`config.mk`:
```
export PLATFORM = sky130hd
export DESIGN_NAME = clcr_div
export DESIGN_NICKNAME = d
export VERILOG_FILES = /design/src/sv/cubic_lagrange_curve_resampler_macros.svh /design/src/sv/clcr_div.sv
export SDC_FILE = /design/constraint.sdc
export NUM_CORES = 1
export LEC_CHECK = 0
export BUFFER_PORTS_ARGS = -buffer_cell sky130_fd_sc_hd__buf_2
export CORE_MARGIN = 1
export CORE_UTILIZATION = 45
export CTS_BUF_LIST = sky130_fd_sc_hd__clkbuf_8 sky130_fd_sc_hd__clkbuf_16
export DETAILED_ROUTE_END_ITERATION = 10
export PLACE_DENSITY = 0.72
export SLEW_MARGIN = 20
export SYNTH_ARGS = -nofsm -noshare
export SYNTH_HDL_FRONTEND = slang
export SYNTH_SLANG_ARGS = --single-unit
```
`constraint.sdc`:
```
create_clock -name clk -period 6.3 [get_ports clk]
set_clock_uncertainty 0.2 [all_clocks]
set_input_delay 0.315 -clock clk [delete_from_list [all_inputs] [get_ports clk]]
set_output_delay 0.315 -clock clk [all_outputs]
set_load 0.01 [all_outputs]
```
`src/sv/cubic_lagrange_curve_resampler_macros.svh`:
```
// assertion helpers for the curve resampler
`ifndef CUBIC_LAGRANGE_CURVE_RESAMPLER_MACROS_SVH
`define CUBIC_LAGRANGE_CURVE_RESAMPLER_MACROS_SVH

// same-cycle implication
`define CLCR_ASSERT_NOW(label, clk, rst, ante, cons) \
  label: assert property (@(posedge clk) disable iff (rst) (ante) |-> (cons)) \
    else $error("clcr check failed");

// next-cycle implication
`define CLCR_ASSERT_NEXT(label, clk, rst, ante, cons) \
  label: assert property (@(posedge clk) disable iff (rst) (ante) |=> (cons)) \
    else $error("clcr check failed");

`endif

```
`src/sv/clcr_div.sv`:
```
module clcr_div (
  input  logic        clk,
  input  logic        rst,
  input  logic        start,
  input  logic [31:0] dividend,
  input  logic [23:0] divisor,
  output logic        done,
  output logic [31:0] quotient,
  output logic [23:0] remainder
);
  logic [31:0] quo;
  logic [23:0] rem;
  logic [23:0] dvs;
  logic [5:0]  cnt;
  logic        running;
  logic [24:0] shifted;
  logic        fits;

  assign shifted   = {rem, quo[31]};
  assign fits      = (shifted >= {1'b0, dvs});
  assign quotient  = quo;
  assign remainder = rem;

  always_ff @(posedge clk) begin
    if (rst) begin
      running <= 1'b0;
      done    <= 1'b0;
      cnt     <= '0;
    end else begin
      done <= 1'b0;
      if (start) begin
        quo     <= dividend;
        rem     <= '0;
        dvs     <= divisor;
        cnt     <= 6'd32;
        running <= 1'b1;
      end else if (running) begin
        if (fits) begin
          rem <= 24'(shifted - {1'b0, dvs});
        end else begin
          rem <= shifted[23:0];
        end
        quo <= {quo[30:0], fits};
        cnt <= cnt - 6'd1;
        if (cnt == 6'd1) begin
          running <= 1'b0;
          done    <= 1'b1;
        end
      end
    end
  end
endmodule

```
* Word-level counts from Yosys, hierarchy flattened
Cells that the tools add are included.
Storage, ports and cells: register bits after elaboration 88, bits of input ports 59, output and inout bits 57
Cells by class: magnitude comparators 1, $add $sub $neg 2, mux-type cells 10, eq/ne operators 1, bitwise operators 2, reduce and logical (&&, ||, !) cells 5
Operator list (number):
- 32-bit 2-to-1 mux | 2
- 24-bit 2-to-1 mux | 2
- 25-bit by 24-bit greater-or-equal comparator with 1-bit output | 1
- 24-bit subtractor | 1
- 6-bit 2-to-1 mux | 2
- 6-bit by 1-bit == test with 1-bit output (second input constant) | 1
- 6-bit by 1-bit subtractor with 6-bit output (second input constant) | 1
- 1-bit 2-to-1 mux | 4
- 2-bit AND reduction | 2
- 3-bit OR reduction | 1
- 1-bit NOT | 2
- 2-bit nonzero test | 1
- 2-bit OR reduction | 1

* Longest topological paths before layout
depth after elaboration 4, gate-level depth with buffers 12

* Worst setup path before layout
Ideal clock, no wire load.
kind input port to flip-flop, start input start, end register quo[0], in the netlist quotient[0] (enable), stages 3, path slack 2207 ps, arrival time 3402 ps, cells stage by stage clkbuf_1 -> inv_1 -> a21oi_1
Between the ends: cells in the longest elaborated chain, start to end 2
RTL lines:
- start, declared | RTL line clcr_div.sv:4 | input logic start,
- 2-bit nonzero test (no line)
- 2-bit AND reduction (no line)
- end signal, assigned | RTL line clcr_div.sv:32 | quo <= dividend;
- end signal, assigned | RTL line clcr_div.sv:43 | quo <= {quo[30:0], fits};
- end, declared | RTL line clcr_div.sv:11 | logic [31:0] quo;
No other way between the ends. A chain may end at the register's enable or synchronous reset.

* Worst setup path in the final report
start register rem[2], in the netlist remainder[2], end register rem[17], in the netlist remainder[17], data pin
Between the ends: cells in the longest elaborated chain, start to end 3
RTL lines:
- start, declared | RTL line clcr_div.sv:12 | logic [23:0] rem;
- start signal, assigned | RTL line clcr_div.sv:39 | rem <= 24'(shifted - {1'b0, dvs});
- start signal, assigned | RTL line clcr_div.sv:41 | rem <= shifted[23:0];
- 24-bit subtractor or 25-bit by 24-bit greater-or-equal comparator with 1-bit output (tied branches) | RTL line clcr_div.sv:39, clcr_div.sv:20
- 24-bit 2-to-1 mux (*) | RTL line clcr_div.sv:38 | if (fits) begin
- 24-bit 2-to-1 mux (*) | RTL line clcr_div.sv:37 | end else if (running) begin
Every way passes the cells marked *; elsewhere a longest branch is shown, timed or not. The select of a mux whose other input is x is not followed.

==> results.cfg <==
[status]
status = completed

[yosys]
synth_edf_count = 80
syn_avg_cell_area_um2 = 11.84
ys_seq_area_share_pct = 52.05
yosysWarnings = 0
syn_nets = 502
syn_area_mm2 = 0.004923
synth_ff_type = edfxtp_1
syn_inst = 416
synthArstFlopShare_pct = 0
ys_types = 60
ys_seq_elements = 88

[timing]
relSlewSlack_pct = 51.63
fin_tns_setup_ns = 0
rsz0062_at_grt = false
final_hold_viol_count = 0
fin_crit_sh_pct = 49.08
drv_slew = 0
min_period_ns = 3.092
setup_ws_ns = 3.208
fmax_mhz = 323.4
tightest_slew_ns = 0.7248
setup_viol = 0

[worst_setup_path]
start_kind = register
critPathArrivalTime_ns = 2.99
crit_path_max_fanout = 30
critPathKind = register to register
cp-startpoint = remainder[2]$_SDFFCE_PP0P_
critPathRequiredTime_ns = 6.20
worst_setup_path_end_kind = register
r2r_start = remainder[2]$_SDFFCE_PP0P_
rrSetupSlack_ns = 3.21

[finish]
multi_input_area_mm2 = 0.002150
fin_nets = 643
n_antenna_cell = 0
regArea_mm2 = 0.002562
area_growth_pct = 23.18
utilization_pct = 57.96
drive_above_1_share_pct = 33.16
finalInstanceArea_mm2 = 0.006065
fillers = 924
final_cell_mix = 115 x buf_2, 80 x edfxtp_1, 38 x inv_1, 32 x mux2_2, 31 x nor2_1
mostFrequentLayoutCell = buf_2

[placement]
gp_congestion = 0.8668
dp_slack_ns = 3.142
post_dp_cell_area_mm2 = 0.005623
io_buffers = 115
hpwl_mm = 7.796

[floorplan]
io_pins = 116
start_util_pct = 47.06
coreArea_mm2 = 0.01046
rows = 37
die_h_um = 106.6
die_x_um = 106.6
dieArea_mm2 = 0.01136

[route]
drtPass1Iterations = 4
route.vias.total = 3684
wl_mm = 10.94
ant_nets = 0
viasPerCell = 5.286
post_drt_wl_per_cell_um = 15.70
drt-initial-drc-count = 190
drc_errors = 0

[pwr]
finalPower_uw = 1553
leakage_uw = 0.002596
switching_share_pct = 30.64
p_comb_share_pct = 28.1
p_sw_uw = 475.8
p_seq_share_pct = 46.8
ir_drop_v = 0.0001677
intPower_uw = 1077
cellPowerDensity_mw_per_mm2 = 256.0
power_frac_clock_pct = 25.1

[clock_tree]
clk_latency_ns = 0.36
clk_pin_slew_ns = 0.09
clock_tree.root_cell = clkbuf_8
clockBufferDepth = 2
cts_made_buffers = 9
cts.hold.buffers_added = 25
cts_setup_buffers = 0
clkSinkCount = 88
htree_num_levels = 3
ctsResizeCount = 0
cts_tree = done

[grt]
grt_pass1_wl_mm = 17.66
grt_overflow = 0
first_global_vias = 3617
antenna_found_initial = 0
grt_max_degree = 52
track_usage_pct = 20.08

[hold_path]
hold_class = input port to register
hold_path_startpoint = dividend[31]

[run]
cap_violations = 0
[layout make-up]
cell class,count,share of cell area [%]
Sequential cell,88,42.25
Timing Repair Buffer,143,13.99
Clock buffer,9,2.043
Inverter,38,2.352
Tap cell,136,2.806
Multi-Input combinational cell,277,35.44
Clock inverter,6,1.114
[metal layers]
metal / global-route usage [%] / share of wire [%] / vias to the layer above / wire, um
li1: - / - / 1807 / -
met1: 24.63 / 43 / 1733 / 4753
met2: 33.27 / 47 / 128 / 5154
met3: 6.201 / 7.2 / 16 / 790
met4: 7.241 / 2.2 / 0 / 244
met5: 0 / 0 / - / 0
[power groups by stage]
stage	clock (uW)	combinational, uW	sequential (uW)
2_1_floorplan	0	304	750
5_1_grt	425	483	733
3_5_place_dp	0	420	739
6_report	390	436	727
4_1_cts	404	435	727
3_3_place_gp	0	411	738
[path summary, 6_finish.rpt]
check / to / depth (start not counted)
min reg2reg: cnt[1]$_SDFFE_PP0P_ / 2
min: quotient[31]$_DFFE_PP_ / 2
max: remainder[17]$_SDFFCE_PP0P_ / 9
max reg2reg: remainder[17]$_SDFFCE_PP0P_ / 9
[synthesized netlist by cell type (6+ instances only)]
master    count  area share, %
o21ai_0       9           0.91
xor2_1       13            2.3
nor3_1        6           0.61
clkbuf_1      8           0.61
edfxtp_1     80             49
xnor2_1      11            2.0
nand3_1       9           0.91
inv_1        38            2.9
mux2_2       32            7.3
mux2i_1      13            2.6
a21oi_1      21            2.1
a21o_1        9            1.4
dfxtp_1       8            3.3
ha_1         26            6.6
nor2_1       32            2.4
nand2_1      24            1.8
[stage by stage]
stage	hold slack, ns	instances
floorplan	0.1841	416
global placement	0.2752	657
detailed placement	0.2859	657
CTS	0.02861	697
global route	0.02893	697
finish	0.04494	697
[cells by family (layout without fill, tap and decap cells)]
group,Yosys count,after routing,synth area share (%)
AND/OR/NAND/NOR,99,99,9.835
multiplexers,45,45,9.962
XOR/XNOR,24,24,4.269
AO/OA/AOI/OAI,82,82,12.30
buffers and inverters,51,196,4.574
adder cells (fa/ha/maj),27,27,7.014
flip-flops,88,88,52.05
[flip-flops by register name, indices dropped and copies added (netlist names)]
signal	flops
quotient	32
dvs	24
remainder	24
cnt	6
done	1
running	1
[worst max-delay path: stages (launching register included)]
cell and delay (ns):
edfxtp_1 0.43, ha_1 0.39, o211ai_2 0.12, a21oi_2 0.16
nor4_2 0.09, o311a_1 0.36, nor2_2 0.19, a41o_4 0.55
mux2i_1 0.27, nor2_1 0.05
Power figures use the tool's default switching activity.
