[src/sv/cubic_lagrange_curve_resampler_macros.svh]
// assertion helpers for the curve resampler
`ifndef CUBIC_LAGRANGE_CURVE_RESAMPLER_MACROS_SVH
`define CUBIC_LAGRANGE_CURVE_RESAMPLER_MACROS_SVH

// same-cycle implication
`define CLCR_ASSERT_NOW(label, clk, rst, ante, cons) \
  label: assert property (@(posedge clk) disable iff (rst) (ante) |-> (cons)) \
    else $error("clcr check failed");

// next-cycle implication
`define CLCR_ASSERT_NEXT(label, clk, rst, ante, cons) \
  label: assert property (@(posedge clk) disable iff (rst) (ante) |=> (cons)) \
    else $error("clcr check failed");

`endif

[src/sv/clcr_pkg.sv]
package clcr_pkg;

  localparam int COORD_W  = 24;
  localparam int T_W      = 17;
  localparam int EVAL_LAT = 7;
  localparam int SQ_IN_W  = 50;
  localparam int LEN_W    = 25;
  localparam logic [31:0] RECIP3 = 32'hAAAA_AAAB;

  typedef logic signed [COORD_W-1:0] coord_t;

  typedef struct packed {
    coord_t [7:0] pts;
    logic [23:0]  spacing;
  } req_t;

  typedef struct packed {
    logic       emit;
    logic       first;
    logic       last;
    logic [5:0] idx;
  } eval_tag_t;

endpackage

[src/sv/clcr_sqrt.sv]
module clcr_sqrt (
  input  logic                        clk,
  input  logic                        rst,
  input  logic                        in_valid,
  input  logic [clcr_pkg::SQ_IN_W-1:0] in_val,
  output logic                        out_valid,
  output logic [clcr_pkg::LEN_W-1:0]  out_root
);
  import clcr_pkg::*;

  logic [SQ_IN_W-1:0] val  [LEN_W+1];
  logic [27:0]        rem  [LEN_W+1];
  logic [LEN_W-1:0]   root [LEN_W+1];
  logic               vld  [LEN_W+1];

  assign val[0]  = in_val;
  assign rem[0]  = '0;
  assign root[0] = '0;
  assign vld[0]  = in_valid;

  for (genvar i = 0; i < LEN_W; i++) begin : g_stage
    logic [27:0] rshift;
    logic [27:0] trial;
    assign rshift = {rem[i][25:0], val[i][SQ_IN_W-1 -: 2]};
    assign trial  = {1'b0, root[i], 2'b01};
    always_ff @(posedge clk) begin
      val[i+1] <= {val[i][SQ_IN_W-3:0], 2'b00};
      if (rshift >= trial) begin
        rem[i+1]  <= rshift - trial;
        root[i+1] <= {root[i][LEN_W-2:0], 1'b1};
      end else begin
        rem[i+1]  <= rshift;
        root[i+1] <= {root[i][LEN_W-2:0], 1'b0};
      end
      if (rst) begin
        vld[i+1] <= 1'b0;
      end else begin
        vld[i+1] <= vld[i];
      end
    end
  end

  assign out_valid = vld[LEN_W];
  assign out_root  = root[LEN_W];
endmodule

[config.mk]
export PLATFORM = sky130hd
export DESIGN_NAME = clcr_sqrt
export DESIGN_NICKNAME = d
export VERILOG_FILES = /design/src/sv/cubic_lagrange_curve_resampler_macros.svh /design/src/sv/clcr_pkg.sv /design/src/sv/clcr_sqrt.sv
export SDC_FILE = /design/constraint.sdc
export NUM_CORES = 2
export LEC_CHECK = 0
export BUFFER_PORTS_ARGS = -buffer_cell sky130_fd_sc_hd__buf_2
export CORE_MARGIN = 10
export CORE_UTILIZATION = 35
export CTS_CLUSTER_DIAMETER = 200
export DETAILED_ROUTE_END_ITERATION = 6
export PLACE_DENSITY = 0.51
export SLEW_MARGIN = 30
export SYNTH_ARGS = -nofsm -noshare
export SYNTH_HDL_FRONTEND = slang
export SYNTH_SLANG_ARGS = --single-unit
[constraint.sdc]
create_clock -name clk -period 3.37 [get_ports clk]
set_input_delay 0.5055 -clock clk [delete_from_list [all_inputs] [get_ports clk]]
set_output_delay 0.5055 -clock clk [all_outputs]
set_load 0.005 [all_outputs]
Word-level counts from Yosys, hierarchy flattened. Cells that the tools add are included.

Add/subtract/negate cells: 24. Order comparisons: 25. Mux-type cells: 49.

Operator list (count): 26-bit 2-to-1 mux (23); 28-bit by 10-bit >= comparator with 1-bit output (1); 28-bit by 11-bit >= comparator with 1-bit output (1); 28-bit by 12-bit >= comparator with 1-bit output (1); 28-bit by 13-bit >= comparator with 1-bit output (1); 28-bit by 14-bit >= comparator with 1-bit output (1); 28-bit by 15-bit >= comparator with 1-bit output (1); 28-bit by 16-bit >= comparator with 1-bit output (1); 28-bit by 17-bit >= comparator with 1-bit output (1); 28-bit by 18-bit >= comparator with 1-bit output (1); 28-bit by 19-bit >= comparator with 1-bit output (1); 28-bit by 20-bit >= comparator with 1-bit output (1); 28-bit by 21-bit >= comparator with 1-bit output (1); 28-bit by 22-bit >= comparator with 1-bit output (1); 28-bit by 23-bit >= comparator with 1-bit output (1); 28-bit by 24-bit >= comparator with 1-bit output (1); 28-bit by 25-bit >= comparator with 1-bit output (1); 28-bit by 26-bit >= comparator with 1-bit output (1); 28-bit by 3-bit >= comparator with 1-bit output (1); 28-bit by 4-bit >= comparator with 1-bit output (1); 28-bit by 5-bit >= comparator with 1-bit output (1); 28-bit by 6-bit >= comparator with 1-bit output (1); 28-bit by 7-bit >= comparator with 1-bit output (1); 28-bit by 8-bit >= comparator with 1-bit output (1); other kinds (28) (52).

Flip-flop bits (word level): 1551. Input bits: 53. Output and inout port bits: 26. Logic and storage cells: 197.

Longest topological paths before layout.
Depth after elaboration: 2. Mapped depth: 13. Gate-level depth less buffers: 12.

Least setup slack after synthesis. Ideal clock, no wire load.

Kind: flip-flop to flip-flop. Start: register root, in the netlist g_stage[23].trial[2]. End: register rem, in the netlist g_stage[24].rshift[13]. Library setup time: 0.121 ns. Arrival time: 2.965 ns. Required time: 3.249 ns. Path slack: 0.285 ns. Stages on the path, launching flop included: 12. Path buffers: 1. Clock period less this slack: 3.085 ns. Cell sequence: dfxtp_1 inv_1 ha_1 nor2b_1 o31a_1 o41ai_1 o21ai_0 a21oi_1 o21ai_1 a21oi_1 buf_2 mux2_2.

Longest elaborated chain between the ends: 2. Elaborated cells between the ends (all ways): 3. Those cells by class: 1 x add/sub; 1 x order compare; 1 x mux.

RTL lines: start: declaration (RTL line clcr_sqrt.sv:13) `logic [LEN_W-1:0] root [LEN_W+1];`; start signal: indexed assignment (RTL line clcr_sqrt.sv:30) `root[i+1] <= {root[i][LEN_W-2:0], 1'b1};`; start signal: indexed assignment (RTL line clcr_sqrt.sv:33) `root[i+1] <= {root[i][LEN_W-2:0], 1'b0};`; 26-bit by 25-bit subtractor with 26-bit output / 28-bit by 25-bit >= comparator with 1-bit output (equally long branches) (RTL line clcr_sqrt.sv:29, clcr_sqrt.sv:28); 26-bit 2-to-1 mux (*) (RTL line clcr_sqrt.sv:28) `if (rshift >= trial) begin`; end signal: indexed assignment (RTL line clcr_sqrt.sv:29) `rem[i+1] <= rshift - trial;`; end signal: indexed assignment (RTL line clcr_sqrt.sv:32) `rem[i+1] <= rshift;`; end: declaration (RTL line clcr_sqrt.sv:12) `logic [27:0] rem [LEN_W+1];`.

Every way passes the cells marked *; elsewhere a longest branch is shown, timed or not. A chain may end at the register's enable or synchronous reset.

Worst setup path after layout.
Start: register root, in the netlist g_stage[22].trial[7]. End: register rem, in the netlist g_stage[23].rshift[23].

Longest elaborated chain between the ends: 2. Elaborated cells between the ends (all ways): 3. Those cells by class: 1 x add/sub; 1 x order compare; 1 x mux.

RTL lines (RTL line): 26-bit by 24-bit subtractor with 26-bit output / 28-bit by 24-bit >= comparator with 1-bit output (equally long branches) (clcr_sqrt.sv:29, clcr_sqrt.sv:28); 26-bit 2-to-1 mux (*) (clcr_sqrt.sv:28).

Marked as above.

==> run metrics <==
outcome=finished, final reports clean; Synth Area in Compound Gates=11.49%; reg2reg start=g_stage[22].trial[7]; required time worst endpoint=4.04 ns; vias in the first global route=about 35000; crit-path most repeated cell=and3_1; RSZ-0062 raised after global routing=false; static leakage=about 30 nW; GRT Overall Usage=around 13%; initial antenna violation count=0; Final Hold Viols=0; Synth Area in XOR/XNOR=under 10%; VDD IR max=between 0.4 and 0.5 mV; Max Transition Viols Final=0; WP buf/inv=2; most frequent cells in the layout=dfxtp_1 (1539), inv_1 (439), a21oi_1 (354), ha_1 (352), nor2_1 (347); endpoints failing setup=0; CP Launch Point=g_stage[22].trial[7]; DRC=0; Critical Path Start Type=flip-flop; Initial Util=about a third; final WL=around 110000 um; Worst-Margin Slew=approximately 0.72 ns; clk slew on worst S/H paths=0.06 ns; Max clock buf depth=3; clk_skew=approximately 0.043 ns; clock sinks=1539; gpl congestion=0.8444; pin count of the biggest net entering global routing=43; # fillers=15192; top cells by area, synth=dfxtp_1 (56%), ha_1 (8.0%), xnor2_1 (4.0%); TritonCTS Buffers=163; gr ovfl total=0; most common cell after layout, fill and taps aside=dfxtp_1; core area=about 0.16 sq mm; Max Fclk=317.0 MHz; Synth Area in Simple Gates=about an eighth; post-synthesis cell count=approximately 5400; minimum clock period=roughly 3.2 ns; Synth Cell Area=between 0.05 and 0.06 sq mm; placed cell count=~7500; DP HPWL=about 84000 um; die area=about 0.17 sq mm; Largest delay share family, worst path=compound AO/OA/AOI/OAI gates; Mapped Nets=5768; Seq cells post-synth=around 1500; post-route setup slack=roughly 0.22 ns; mux contribution to synthesized area=1.248%; number of max-cap violations=0; Min-Delay Path Class=in2reg; wire per inst=14.16 um; crit-path max FO=5; Avg Inst Size Synth=just over 10 sq um; Power Dens Cells=773.5 mW/mm^2; fraction of registers with async set/reset=0%; share of the synthesized area in the top cell type=a little under three fifths; Final nets=6051; Slowest cell on crit path=a2111o_1; Post-synth top flop=dfxtp_1; Post-CTS Setup Inserts=0; # port buffers=between 70 and 80; final worst-path cycle share=between 90% and 100%; Slew headroom=about half; CTS root buffer=clkbuf_16; area leader, netlist=dfxtp_1; share of layout cells above drive strength 1=a little under a tenth; Non-Filler Instances=7833; critical path's largest stage delay=about 0.46 ns; yosys warns=0; register area share after synthesis=55.69%; Vias/cell=roughly 4.6; Pre-Repair DR Iteration Count=5; antenna-violating nets left=0; first-pass GRT wire length=~180000 um; largest family of logic cells by synthesized area=simple AND/OR/NAND/NOR gates; Cell Chain, Critical Path=inv_1, ha_1, and3_1, and3_1, a2111o_1, a31o_2, a211oi_2, o21ai_2, buf_4, a21oi_1, a2111oi_0, or3_1; Horiz. Die Dim=around 420 um; Die Height=417.6 um; initial DRC count=1972; CTS tree=done; # IOs=79; Rows=between 100 and 150; Distinct cells, synth=between 80 and 90; crit path DAT=3.82 ns; kind of critical path=reg2reg; EDFF count, synth=0; Worst-Skew Late Latency=0.79 ns; pre-CTS setup slack=around 0.09 ns; vias=~36000; Post-Synth Adder-Cell Area=7.961%; Layout Area Growth over Synthesis=17.37%; CTS H-tree lvls=4; min-delay src=rst; Crit. End Element=flip-flop; Setup TNS=0 ns
==> per-layer routing <==
layer	routed length [um]	global-route usage (%)
met3	4221	2.340
met4	2818	4.118
met2	48680	19.88
met1	55200	17.38
met5	0	0
==> synth_stat cells, drive strengths merged (9+ instances only) <==
| cell type | number |
|---|---|
| ha | 352 |
| and4 | 10 |
| or2 | 25 |
| xor2 | 229 |
| nand3b | 19 |
| nand3 | 82 |
| o2111ai | 9 |
| mux2 | 53 |
| o21a | 69 |
| or4 | 29 |
| and2 | 10 |
| a31o | 11 |
| inv | 439 |
| nor4 | 63 |
| o31ai | 24 |
| a31oi | 31 |
| a2111oi | 10 |
| o21bai | 24 |
| nand2b | 77 |
| a211oi | 28 |
| a21boi | 13 |
| nand4 | 44 |
| nor3b | 13 |
| clkbuf | 72 |
| o21ai | 236 |
| nand2 | 327 |
| a21o | 120 |
| xnor2 | 255 |
| mux2i | 9 |
| a211o | 11 |
| nand4b | 14 |
| buf | 15 |
| nor2 | 347 |
| o211ai | 21 |
| nor2b | 81 |
| or3 | 46 |
| o31a | 9 |
| and3 | 33 |
| nor3 | 136 |
| dfxtp | 1539 |
| a21oi | 355 |
==> worst register-to-register path: cells and delay by family, from the launching register on <==
family,cells,cell delay [ns]
and+or+nand+nor,3,0.85
adders and majority gates,1,0.32
buffers and inverters,2,0.20
AOI/OAI and AO/OA,6,1.37
DFF,1,0.33
==> path summary, 6_finish.rpt <==
path / slack, ns / to / cells past startpoint
hold / removal: 0.16 / vld[19] / 2
setup / recovery: 0.22 / g_stage[23].rshift[23] / 12
hold reg to reg: 0.31 / val[595] / 0
setup reg to reg: 0.22 / g_stage[23].rshift[23] / 12
==> kinds of logic after synthesis <==
family | count (synthesis)
AO/OA/AOI/OAI | 1028
XOR/XNOR | 484
adder cells (fa/ha/maj) | 352
buffers and inverters | 526
flip-flops | 1539
multiplexers | 62
other | 1
AND/OR/NAND/NOR | 1371
==> cell type report <==
cell class / count / area, sq um / area share [%]
sequential: 1539 / 30810 / 47.45
tap: 2058 / 2575 / 3.966
multi-input combinational: 3298 / 22590 / 34.78
clock inverter: 73 / 1169 / 1.800
clock buffer: 220 / 4596 / 7.077
inverter: 439 / 1648 / 2.538
antenna: 1 / 2.502 / 0.003854
timing repair buffer: 205 / 1549 / 2.386
==> registers in the layout (all words and copies together), names as in the netlist <==
name and cells:
out_valid 1, val 552, vld 24, out_root 25, g_stage.trial 300, g_stage.rshift 637
==> stage by stage <==
step	hold slack (ns)	cell area, sq um	utilization, %	total power, mW
2_1_floorplan	0.3096	55320	-	29.42
3_3_place_gp	0.3095	58610	37.39	31.95
3_5_place_dp	0.3121	58610	37.39	31.99
4_1_cts	0.1004	64900	41.40	50.97
5_1_grt	0.1432	64930	41.42	53.11
6_report	0.1552	64930	41.42	50.23
==> power breakdown <==
group | internal, mW | switching [mW] | leakage [nW] | total (mW)
clock network | 11.3 | 7.33 | 2.79 | 18.6
registers | 21.3 | 2.14 | 12.9 | 23.4
logic | 3.84 | 4.37 | 14.7 | 8.22
==> repair_timing <==
item,4_1_cts,5_1_grt
setup endpoints to repair,0,20
gates resized for setup,0,8
hold endpoints to repair,52,0
hold buffers,52,0
Note: power is estimated with default switching activity, not from simulation.
