==> config.mk <==
export PLATFORM = sky130hd
export DESIGN_NAME = clcr_front
export DESIGN_NICKNAME = d
export VERILOG_FILES = /design/src/sv/cubic_lagrange_curve_resampler_macros.svh /design/src/sv/clcr_pkg.sv /design/src/sv/clcr_front.sv
export SDC_FILE = /design/constraint.sdc
export NUM_CORES = 1
export LEC_CHECK = 0
export BUFFER_PORTS_ARGS = -buffer_cell sky130_fd_sc_hd__buf_4
export CORE_UTILIZATION = 57
export DETAILED_ROUTE_END_ITERATION = 7
export PLACE_DENSITY_LB_ADDON = 0.3
export SLEW_MARGIN = 10
export SYNTH_ARGS = -nofsm -noshare
export SYNTH_HDL_FRONTEND = slang
export SYNTH_SLANG_ARGS = --single-unit
==> constraint.sdc <==
create_clock -name clk -period 10.4 [get_ports clk]
set_input_delay 1.56 -clock clk [delete_from_list [all_inputs] [get_ports clk]]
set_output_delay 1.56 -clock clk [all_outputs]
set_load 0.01 [all_outputs]
==> src/sv/cubic_lagrange_curve_resampler_macros.svh <==
// assertion helpers for the curve resampler
`ifndef CUBIC_LAGRANGE_CURVE_RESAMPLER_MACROS_SVH
`define CUBIC_LAGRANGE_CURVE_RESAMPLER_MACROS_SVH

// same-cycle implication
`define CLCR_ASSERT_NOW(label, clk, rst, ante, cons) \
  label: assert property (@(posedge clk) disable iff (rst) (ante) |-> (cons)) \
    else $error("clcr check failed");

// next-cycle implication
`define CLCR_ASSERT_NEXT(label, clk, rst, ante, cons) \
  label: assert property (@(posedge clk) disable iff (rst) (ante) |=> (cons)) \
    else $error("clcr check failed");

`endif

==> src/sv/clcr_pkg.sv <==
package clcr_pkg;

  localparam int COORD_W  = 24;
  localparam int T_W      = 17;
  localparam int EVAL_LAT = 7;
  localparam int SQ_IN_W  = 50;
  localparam int LEN_W    = 25;
  localparam logic [31:0] RECIP3 = 32'hAAAA_AAAB;

  typedef logic signed [COORD_W-1:0] coord_t;

  typedef struct packed {
    coord_t [7:0] pts;
    logic [23:0]  spacing;
  } req_t;

  typedef struct packed {
    logic       emit;
    logic       first;
    logic       last;
    logic [5:0] idx;
  } eval_tag_t;

endpackage

==> src/sv/clcr_front.sv <==
module clcr_front (
  input  logic          clk,
  input  logic          rst,
  input  logic          start,
  input  clcr_pkg::req_t req_in,
  output logic          busy,
  input  logic          pop,
  output logic          avail,
  output clcr_pkg::req_t head
);
  import clcr_pkg::*;

  req_t       slots [2];
  logic [1:0] count;
  logic       wr_ptr;
  logic       rd_ptr;
  logic       push;
  req_t       fixed;

  always_comb begin
    fixed = req_in;
    if (req_in.spacing == '0) begin
      fixed.spacing = 24'd1;
    end
  end

  assign busy  = (count == 2'd2);
  assign avail = (count != 2'd0);
  assign push  = start && !busy;
  assign head  = slots[rd_ptr];

  always_ff @(posedge clk) begin
    if (push) begin
      slots[wr_ptr] <= fixed;
    end
    if (rst) begin
      count  <= '0;
      wr_ptr <= 1'b0;
      rd_ptr <= 1'b0;
    end else begin
      if (push) begin
        wr_ptr <= !wr_ptr;
      end
      if (pop && avail) begin
        rd_ptr <= !rd_ptr;
      end
      count <= count + 2'(push) - 2'(pop && avail);
    end
  end
endmodule

* Word-level counts from Yosys, hierarchy flattened
Memories as Yosys holds them, arrays and structs flattened. A register that Yosys moved wholly into a read port is not among the register bits.
Cells that the tools add are included.
Widths: inputs -> output; s select.
** Cells by class
- Add/sub/neg operators :: 2
- Equal/unequal tests :: 1
- Mux-type cells :: 5
- Reductions and logical operators :: 7
** Operators by type and width (number)
- $logic_not 24->1 :: 1
- $mux 24 :: 1
- $mux 1 :: 4
- $logic_not 1->1 :: 3
- $add 2x1->2 :: 1
- $eq 2x2->1 const B :: 1
- $logic_and 1x1->1 :: 2
- $reduce_bool 2->1 :: 1
- $sub 2x1->2 :: 1
** Word-level totals
- Register bits after elaboration :: 4
- Bits in writable memories :: 432
- Input bits :: 220
- Output and inout bits :: 218
- Logic and storage cells :: 19
- Memories :: 1
** Memory list
- slots :: words 2, width 216, rd ports 1, clocked after memory_dff 1, wr ports 1, line clcr_front.sv:13 : req_t slots [2];

* Longest topological paths before layout
Gate-level depths: netlist (run 1).
- Word-level depth :: 5
- Depth in mapped cells :: 8
- Gate-level depth less buffers :: 8

* Least setup slack after synthesis (run 1)
OpenSTA, ideal clock, no wires.
- Kind :: in2reg
- Start :: input port start
- End :: memory slots[1][0] (netlist bit) (enable)
- Setup time :: 605 ps
- Arrival time :: 6540 ps
- Required time :: 9795 ps
- Setup slack :: 3256 ps
- Cell stages on the path :: 1
- Buffers on the path :: 0
- Path through :: and3_1
** On the way
- Longest elaborated chain between the ends :: 3
** RTL lines
- start, declared :: line clcr_front.sv:4 : input logic start,
- $logic_and 1x1->1 :: line clcr_front.sv:29 : assign push = start && !busy;
- $mux 1 :: line clcr_front.sv:33 : if (push) begin
- $mux 1 (implied by the code) :: line clcr_front.sv:34 : slots[wr_ptr] <= fixed;
- end, declared :: line clcr_front.sv:13
Every way passes these cells.

==> results.cfg, run 1 <==
[timing]
clock_skew_ns = 0.0165
maxClockFrequency_ghz = 0.193
worst_slew_pin_slew_ns = 1.06
layout_setup_ws_ns = 5.22
slew_headroom_pct = 29.3
fin_crit_sh_pct = 49.8
fin_tns_setup_ns = 0
timing.hold.ws_ns = 0.538
min_period_ns = 5.18
slew_viol_final = 0
finalHoldViolations = 0
grt_setup_unrepaired = false
setup_violations = 0

[drt]
vias = 8313
wl_per_cell_um = 21.8
drt-pass1-iter-count = 5
via_per_inst = 5.25
antenna_left = 0
wirelength_um = 34500
post-route-drc-count = 0
drt-initial-drc-count = 553

[place]
pre_cts_ws_ns = 5.75
dp_hpwl_um = 23200
place_congestion = 0.815
portBuffers = 437

[die]
start_util_pct = 58.7
num_rows = 61
coreArea_um2 = 28200
ios = 438
die_h_um = 172
die_w_um = 172
die-area_um2 = 29700

[power_and_ir_drop]
irDropWorstVdd_uv = 441
pwr_density_cell_nw_per_um2 = 252
power.total_uw = 5380
leakagePower_uw = 0.00822

[yosys]
async_flop_share_pct = 0
avgSynthCellArea_um2 = 22.6
yosysUniqueCellTypes = 26
synth_nets = 953
synth-edff-count = 432
ys_ff_latch = 437
syn_inst = 731
synth_ff_type = edfxtp_1
ys_warn_count = 0
ys_seq_area_share_pct = 79.1
syn_area_um2 = 16500

[cts]
h-tree-depth = 2
clk_pin_slew_ns = 0.06
cts_setup_buffers = 0
cts_hold_buf = 0
cts_buffers = 43
cts_resized = 0
cts_tree = yes
clock_latency_ns = 0.52
root_buffer = clkbuf_16
clock_sinks = 437
cts_buffer_depth = 3

[global_route]
first_global_vias = 8275
track_usage_pct = 22.6
grt_pass1_wl_um = 48400
overflow = 0
grt_max_degree = 142
antenna_found_initial = 2

[cells_and_area]
fin_util_pct = 75.9
layout_common_cells = buf_4 (443), edfxtp_1 (432), mux2_4 (140), mux2_2 (76), clkbuf_16 (45)
final_common_cell = buf_4
fillCellCount = 1562
seq_area_um2 = 13100
multi_input_area_um2 = 3140
synthToLayoutAreaGrowth_pct = 29.2
final_nets = 1394
drive_above_1_share_pct = 59.6

[critical_path]
path_cells = buf_4 -> buf_4 -> mux2_4 -> buf_4
cp-end-kind = output pin
cp-start-kind = flop
critPathRequiredTime_ns = 8.84
crit_top_cell = buf_4
r2r_start = count[0]$_SDFF_PP0_
path_class = flop to output pin
critPathMaxStageDelay_ns = 0.88
crit_slowest_cell = dfxtp_4
crit_fanout = 60
arrival_ns = 3.62

[status]
status = finished clean

[worst_hold_path]
min_from = count[1]$_SDFF_PP0_
hold_path_class = flop to flop

[job]
max-cap-violations = 0
power breakdown:
group	total, µW	internal [µW]	switching [µW]	leakage, µW
Combinational	1560	854	708	0.00350
Sequential	2350	2250	103	0.00408
Clock	1470	866	601	0.000641
cells in the mapped netlist (all sizes together), types with 2 or more instances:
cell type  instances  area (µm²)
buf               24         226
clkbuf            23        86.3
dfxtp              5         100
edfxtp           432       13000
ha                 2        25.0
inv                4        15.0
mux2             216        2960
nand2              2        7.51
nor2               3        11.3
nor4               6        37.5
per-layer routing:
metal  track usage, %  share of wire [%]
met1             26.0                 36
met2             37.4                 49
met3             8.31                 10
met4             11.2                4.5
met5                0                  0
metrics by stage:
step	instances	cell area, µm²
after floorplan	731	16500
after global placement	1505	20000
after detailed placement	1505	20000
after CTS	1580	21400
after global routing	1582	21400
final	1582	21400
registers in the layout (all words and copies together), names as in the netlist, named ones only:
signal,count
count,2
rd_ptr,1
slots,432
wr_ptr,1
cell families after synthesis:
| logic type | after synthesis | share of synthesized area (%) |
|---|---|---|
| XOR/XNOR | 2 | 0.106 |
| multiplexers | 216 | 17.9 |
| flip-flops | 437 | 79.1 |
| AND/OR/NAND/NOR | 19 | 0.636 |
| adder cells (fa/ha/maj) | 2 | 0.151 |
| AO/OA/AOI/OAI | 4 | 0.151 |
| buffers and inverters | 51 | 1.98 |
layout make-up:
cell class / count / area share, %
sequential: 437 / 61.2
timing repair buffer: 443 / 15.6
inverter: 4 / 0.105
tap: 378 / 2.21
clock inverter: 13 / 0.638
clock buffer: 62 / 5.57
antenna: 2 / 0.0234
multi-input combinational: 243 / 14.7
path summary, 6_finish.rpt:
check	end	slack (ns)	depth (start not counted)
worst max-delay path	head[174]	5.22	4
worst max register to register	slots[0][169]$_DFFE_PP_	7.10	5
worst min register to register	count[1]$_SDFF_PP0_	0.54	2
worst min-delay path	count[1]$_SDFF_PP0_	0.54	2
critical path: cells and delay by family (launching register included):
family	cells	cell delay, ns
muxes	1	0.36
DFF	1	0.88
buffers and inverters	3	1.77
(Power assumes the default switching activity.)
==> run 2, diff against run 1 <==
Settings changed: CORE_UTILIZATION 57 to 53.
Clock period 10.4 ns to 5.15 ns, I/O delays scaled along.
==> run 2 against run 1 <==
Effect of this change: global-route usage decreased by 2.0 points; clock power increased by 98%; largest power group unchanged; non-clock buffer count increased by 1; combinational power increased by 110%; first-iteration DRC count decreased by 23%; design area increased by 0.45%; sequential share of layout area decreased by 0.27 points; clock skew decreased by 0.0043 ns; hold slack got worse by 0.12 ns; clock-buffer cell count decreased by 8.
==> results.cfg, run 2 (synthesized netlist as in run 1, its figures left out) <==
[critical_path]
critPathRequiredTime_ns = 4.38
cp-end-kind = output pin
arrival_ns = 2.51
path_class = flop to output pin
cp-start-kind = flop
crit_fanout = 38

[cells_and_area]
largest_reg_flops = 432
synthToLayoutAreaGrowth_pct = 29.8
seq_area_um2 = 13100
fillCellCount = 1953
layout_common_cells = buf_4 (438), edfxtp_1 (432), mux2_4 (140), mux2_2 (76), clkbuf_16 (45)
reg_top3 = slots: 432 flops, count: 2 flops
largest_register = slots
final_nets = 1396
multi_input_area_um2 = 3140
final_common_cell = buf_4
drive_above_1_share_pct = 59.5

[die]
start_util_pct = 53.9
die_w_um = 179
die_h_um = 179
num_rows = 64
coreArea_um2 = 30700
ios = 438
die-area_um2 = 31900

[cts]
h-tree-depth = 2
clock_sinks = 437
cts_tree = yes
clock_latency_ns = 0.53
cts_hold_buf = 0
cts_setup_buffers = 0
cts_resized = 0
root_buffer = clkbuf_16
clk_pin_slew_ns = 0.06
cts_buffers = 44
cts_buffer_depth = 3

[timing]
fin_tns_setup_ns = 0
min_period_ns = 3.28
layout_setup_ws_ns = 1.87
grt_setup_unrepaired = false
slew_viol_final = 0
clock_skew_ns = 0.0122
fin_crit_sh_pct = 63.7
worst_slew_pin_slew_ns = 0.771
slew_headroom_pct = 48.6
maxClockFrequency_ghz = 0.305
setup_violations = 0
finalHoldViolations = 0

[power_and_ir_drop]
p_int_uw = 7970
comb_power_share_pct = 29.5
clkPwrFrac_pct = 26.9
pwr-share-seq_pct = 43.6
pwr_density_cell_nw_per_um2 = 504
p_sw_share_pct = 26.3
p_sw_uw = 2840
irDropWorstVdd_uv = 415
leakagePower_uw = 0.00823

[job]
max-cap-violations = 0

[drt]
wl_per_cell_um = 21.1
antenna_left = 0
via_per_inst = 5.11
wirelength_um = 33900
drt-initial-drc-count = 426
vias = 8195
drt-pass1-iter-count = 4
post-route-drc-count = 0

[place]
place_congestion = 0.784
dp_hpwl_um = 23400
pre_cts_ws_ns = 2.40
portBuffers = 437

[global_route]
grt_pass1_wl_um = 47800
track_usage_pct = 20.6
first_global_vias = 8492
antenna_found_initial = 4
overflow = 0
grt_max_degree = 121

[status]
status = finished clean

[worst_hold_path]
hold_path_class = input pin to flop
-- run 2: cell types whose count changed in the layout (fill, tap and decap cells not counted) --
| cell | before | now |
|---|---|---|
| clkinv_1 | 5 | 15 |
| clkbuf_1 | 17 | 9 |
| buf_12 | 0 | 6 |
| buf_4 | 443 | 438 |
| diode_2 | 2 | 4 |
| inv_6 | 0 | 2 |
| bufinv_16 | 3 | 2 |
| clkinv_2 | 4 | 3 |
| clkinvlp_4 | 1 | 2 |
| inv_8 | 1 | 0 |
-- run 2: power by group through the flow --
stage / combinational (µW) / sequential [µW] / clock [µW]
2_1_floorplan: 1940 / 4750 / 0
3_3_place_gp: 3210 / 4750 / 0
3_5_place_dp: 3230 / 4790 / 0
4_1_cts: 3240 / 4720 / 2980
5_1_grt: 3390 / 4750 / 3110
6_report: 3200 / 4710 / 2910
-- run 2: layout make-up --
type                    instances  share of cell area (%)
inverters                       4                  0.0875
multi-input cells             243                    14.6
diodes                          4                  0.0466
clock buffers                  54                    5.40
repair buffers                444                    15.9
flip-flops and latches        437                    60.9
well taps                     396                    2.31
clock inverters                23                   0.729
-- run 2: worst paths after layout --
path,slack [ns],end,from,cells past startpoint
max,1.87,head[12],flop,3
min,0.42,slots[1][99]$_DFFE_PP_,req_in[99],1
max reg2reg,2.98,slots[1][59]$_DFFE_PP_,count[0]$_SDFF_PP0_,3
min reg2reg,0.50,wr_ptr$_SDFFE_PP0P_,wr_ptr$_SDFFE_PP0P_,2
-- run 2: routing by layer --
layer  track usage, %  wire, µm
met1             22.5     11900
met2             36.0     17600
met3             7.12      3230
met4             9.04      1240
met5                0         0
-- run 2: stage by stage --
step	utilization, %	hold slack [ns]	total power, µW	std cells	area [µm²]
after floorplan	-	0.451	6690	731	16500
after global placement	65.6	0.481	7960	1524	20100
after detailed placement	65.6	0.492	8020	1524	20100
after CTS	69.9	0.400	10900	1601	21500
after global routing	70.0	0.396	11300	1605	21500
final	70.0	0.421	10800	1605	21500
-- run 2: critical path, cell delays in order (launching register included) --
cell and delay, ns:
dfxtp_4 0.72, buf_4 0.66, mux2_2 0.41, buf_4 0.14
==> run 3, diff against run 2 <==
Settings changed: CORE_UTILIZATION 53 to 47.
Clock period 5.15 ns to 3 ns, I/O delays scaled along.
==> run 3 against run 2 <==
Effect of this change: power up 75%; critical path type unchanged; core utilization down 7.0 points; global-route usage down 2.1 points; clock-buffer cell count up 5; register-to-register slack worse by 2.0 ns; wire length down 0.10%; final cell count up 4.5%; sequential share of layout area down 0.84 points.
==> results.cfg, run 3 (synthesized netlist as in run 1, its figures left out) <==
[worst_hold_path]
whs_path_depth = 1
min_from = req_in[127]
hold_path_class = input pin to flop
hold_end = slots[0][127]$_DFFE_PP_

[cells_and_area]
final_common_cell = buf_4
drive_above_1_share_pct = 60.4
layout_common_cells = buf_4 (446), edfxtp_1 (432), mux2_4 (140), mux2_2 (76), clkbuf_16 (47)
final_nets = 1410
largest_reg_flops = 432
antenna_cells_inserted = 0
synthToLayoutAreaGrowth_pct = 31.7
fin_area_um2 = 21800
largest_register = slots
reg_top3 = slots: 432 flops, count: 2 flops
final_cells = 1678

[cts]
cts_hold_buf = 0
cts_setup_buffers = 0
clk_pin_slew_ns = 0.06
cts_buffer_depth = 3
clock_sinks = 437
h-tree-depth = 2
cts_buffers = 45
cts_resized = 0
cts_tree = yes
root_buffer = clkbuf_16
clock_latency_ns = 0.53

[place]
placedInstanceArea_um2 = 20400
dp_hpwl_um = 23500
portBuffers = 437
place_congestion = 0.775
dp_cells = 1596

[critical_path]
crit_top_cell = buf_4
cp-end-kind = output pin
path_buf_inv = 2
critPathRequiredTime_ns = 2.55
path_cells = buf_4 -> mux2_2 -> buf_4
arrival_ns = 2.16
r2r-end = slots[0][211]$_DFFE_PP_
cp-start-kind = flop
path_class = flop to output pin
r2r_slack_ns = 1.02
critical-path-top-delay-family = buffers and inverters
critPathMaxStageDelay_ns = 0.56
reg2reg_depth = 5
r2r_start = count[0]$_SDFF_PP0_
crit_fanout = 29
crit_slowest_cell = dfxtp_4

[global_route]
antenna_found_initial = 0
grt_pass1_wl_um = 49900
overflow = 0
track_usage_pct = 18.4
first_global_vias = 8779
grt_max_degree = 98

[drt]
wl_met3_um = 3200
top_layer = met4
post-route-drc-count = 0
antenna_left = 0
drt-pass1-iter-count = 4
wl_per_cell_um = 20.2
drt-initial-drc-count = 399
vias = 8240
wirelength_um = 33900
dr_wl_met2_um = 17000
via_per_inst = 4.91
drt-met1-wl_um = 12800

[die]
coreArea_um2 = 34500
die-area_um2 = 35900
die_h_um = 190
ios = 438
die_w_um = 190
start_util_pct = 47.9
num_rows = 68

[timing]
fin_crit_sh_pct = 86.9
slew_viol_final = 0
maxClockFrequency_ghz = 0.384
slew_headroom_pct = 56.8
setup_violations = 0
min_period_ns = 2.61
clock_skew_ns = 0.0124
worst_slew_pin_slew_ns = 0.648
grt_setup_unrepaired = false
finalHoldViolations = 0

[power_and_ir_drop]
pwr-share-seq_pct = 42.5
irDropWorstVdd_uv = 624
leakagePower_uw = 0.00836
comb_power_share_pct = 30.1
pwr_density_cell_nw_per_um2 = 869
p_sw_share_pct = 26.4
clkPwrFrac_pct = 27.4
p_sw_uw = 4990
p_int_uw = 13900

[status]
status = finished clean

[job]
max-cap-violations = 0
## run 3: through the flow
step / hold WS (ns) / TNS, ns / utilization (%) / setup WS, ns / total power (µW)
finish: 0.0940 / 0 / 63.0 / 0.393 / 18900
global route: 0.0632 / 0 / 63.0 / 0.291 / 19700
CTS: 0.0623 / 0 / 63.0 / 0.363 / 19200
detailed placement: 0.487 / 0 / 59.0 / 0.947 / 14000
global placement: 0.480 / 0 / 59.0 / 0.998 / 13900
floorplan: 0.456 / -390.85 / - / -1.25 / 11500
## run 3: final cells by class
cell class | count | area [µm²]
fillers | 2445 | 12800
clock buffers | 59 | 1220
multi-input cells | 243 | 3150
flip-flops and latches | 437 | 13100
inverters | 4 | 21.3
well taps | 455 | 569
repair buffers | 457 | 3570
clock inverters | 23 | 159
## run 3: worst max-delay path by stage
stage / start / end / cells past startpoint
5_1_grt: flop / head[59] / 3
3_3_place_gp: flop / head[104] / 4
2_1_floorplan: count[0]$_SDFF_PP0_ / slots[0][0]$_DFFE_PP_ / 4
3_5_place_dp: flop / head[66] / 3
4_1_cts: flop / head[66] / 3
6_report: flop / head[66] / 3
## run 3: power groups by stage
stage	sequential, µW	combinational [µW]	clock [µW]
3_5_place_dp	8170	5790	0
5_1_grt	8120	6050	5540
6_report	8040	5690	5180
3_3_place_gp	8120	5750	0
4_1_cts	8050	5810	5310
2_1_floorplan	8170	3340	0
## run 3: metal layers
layer | vias to the layer above | track usage, %
met5 | - | 0
met4 | 0 | 6.05
met3 | 59 | 6.90
met2 | 359 | 31.8
met1 | 4038 | 21.2
li1 | 3784 | -
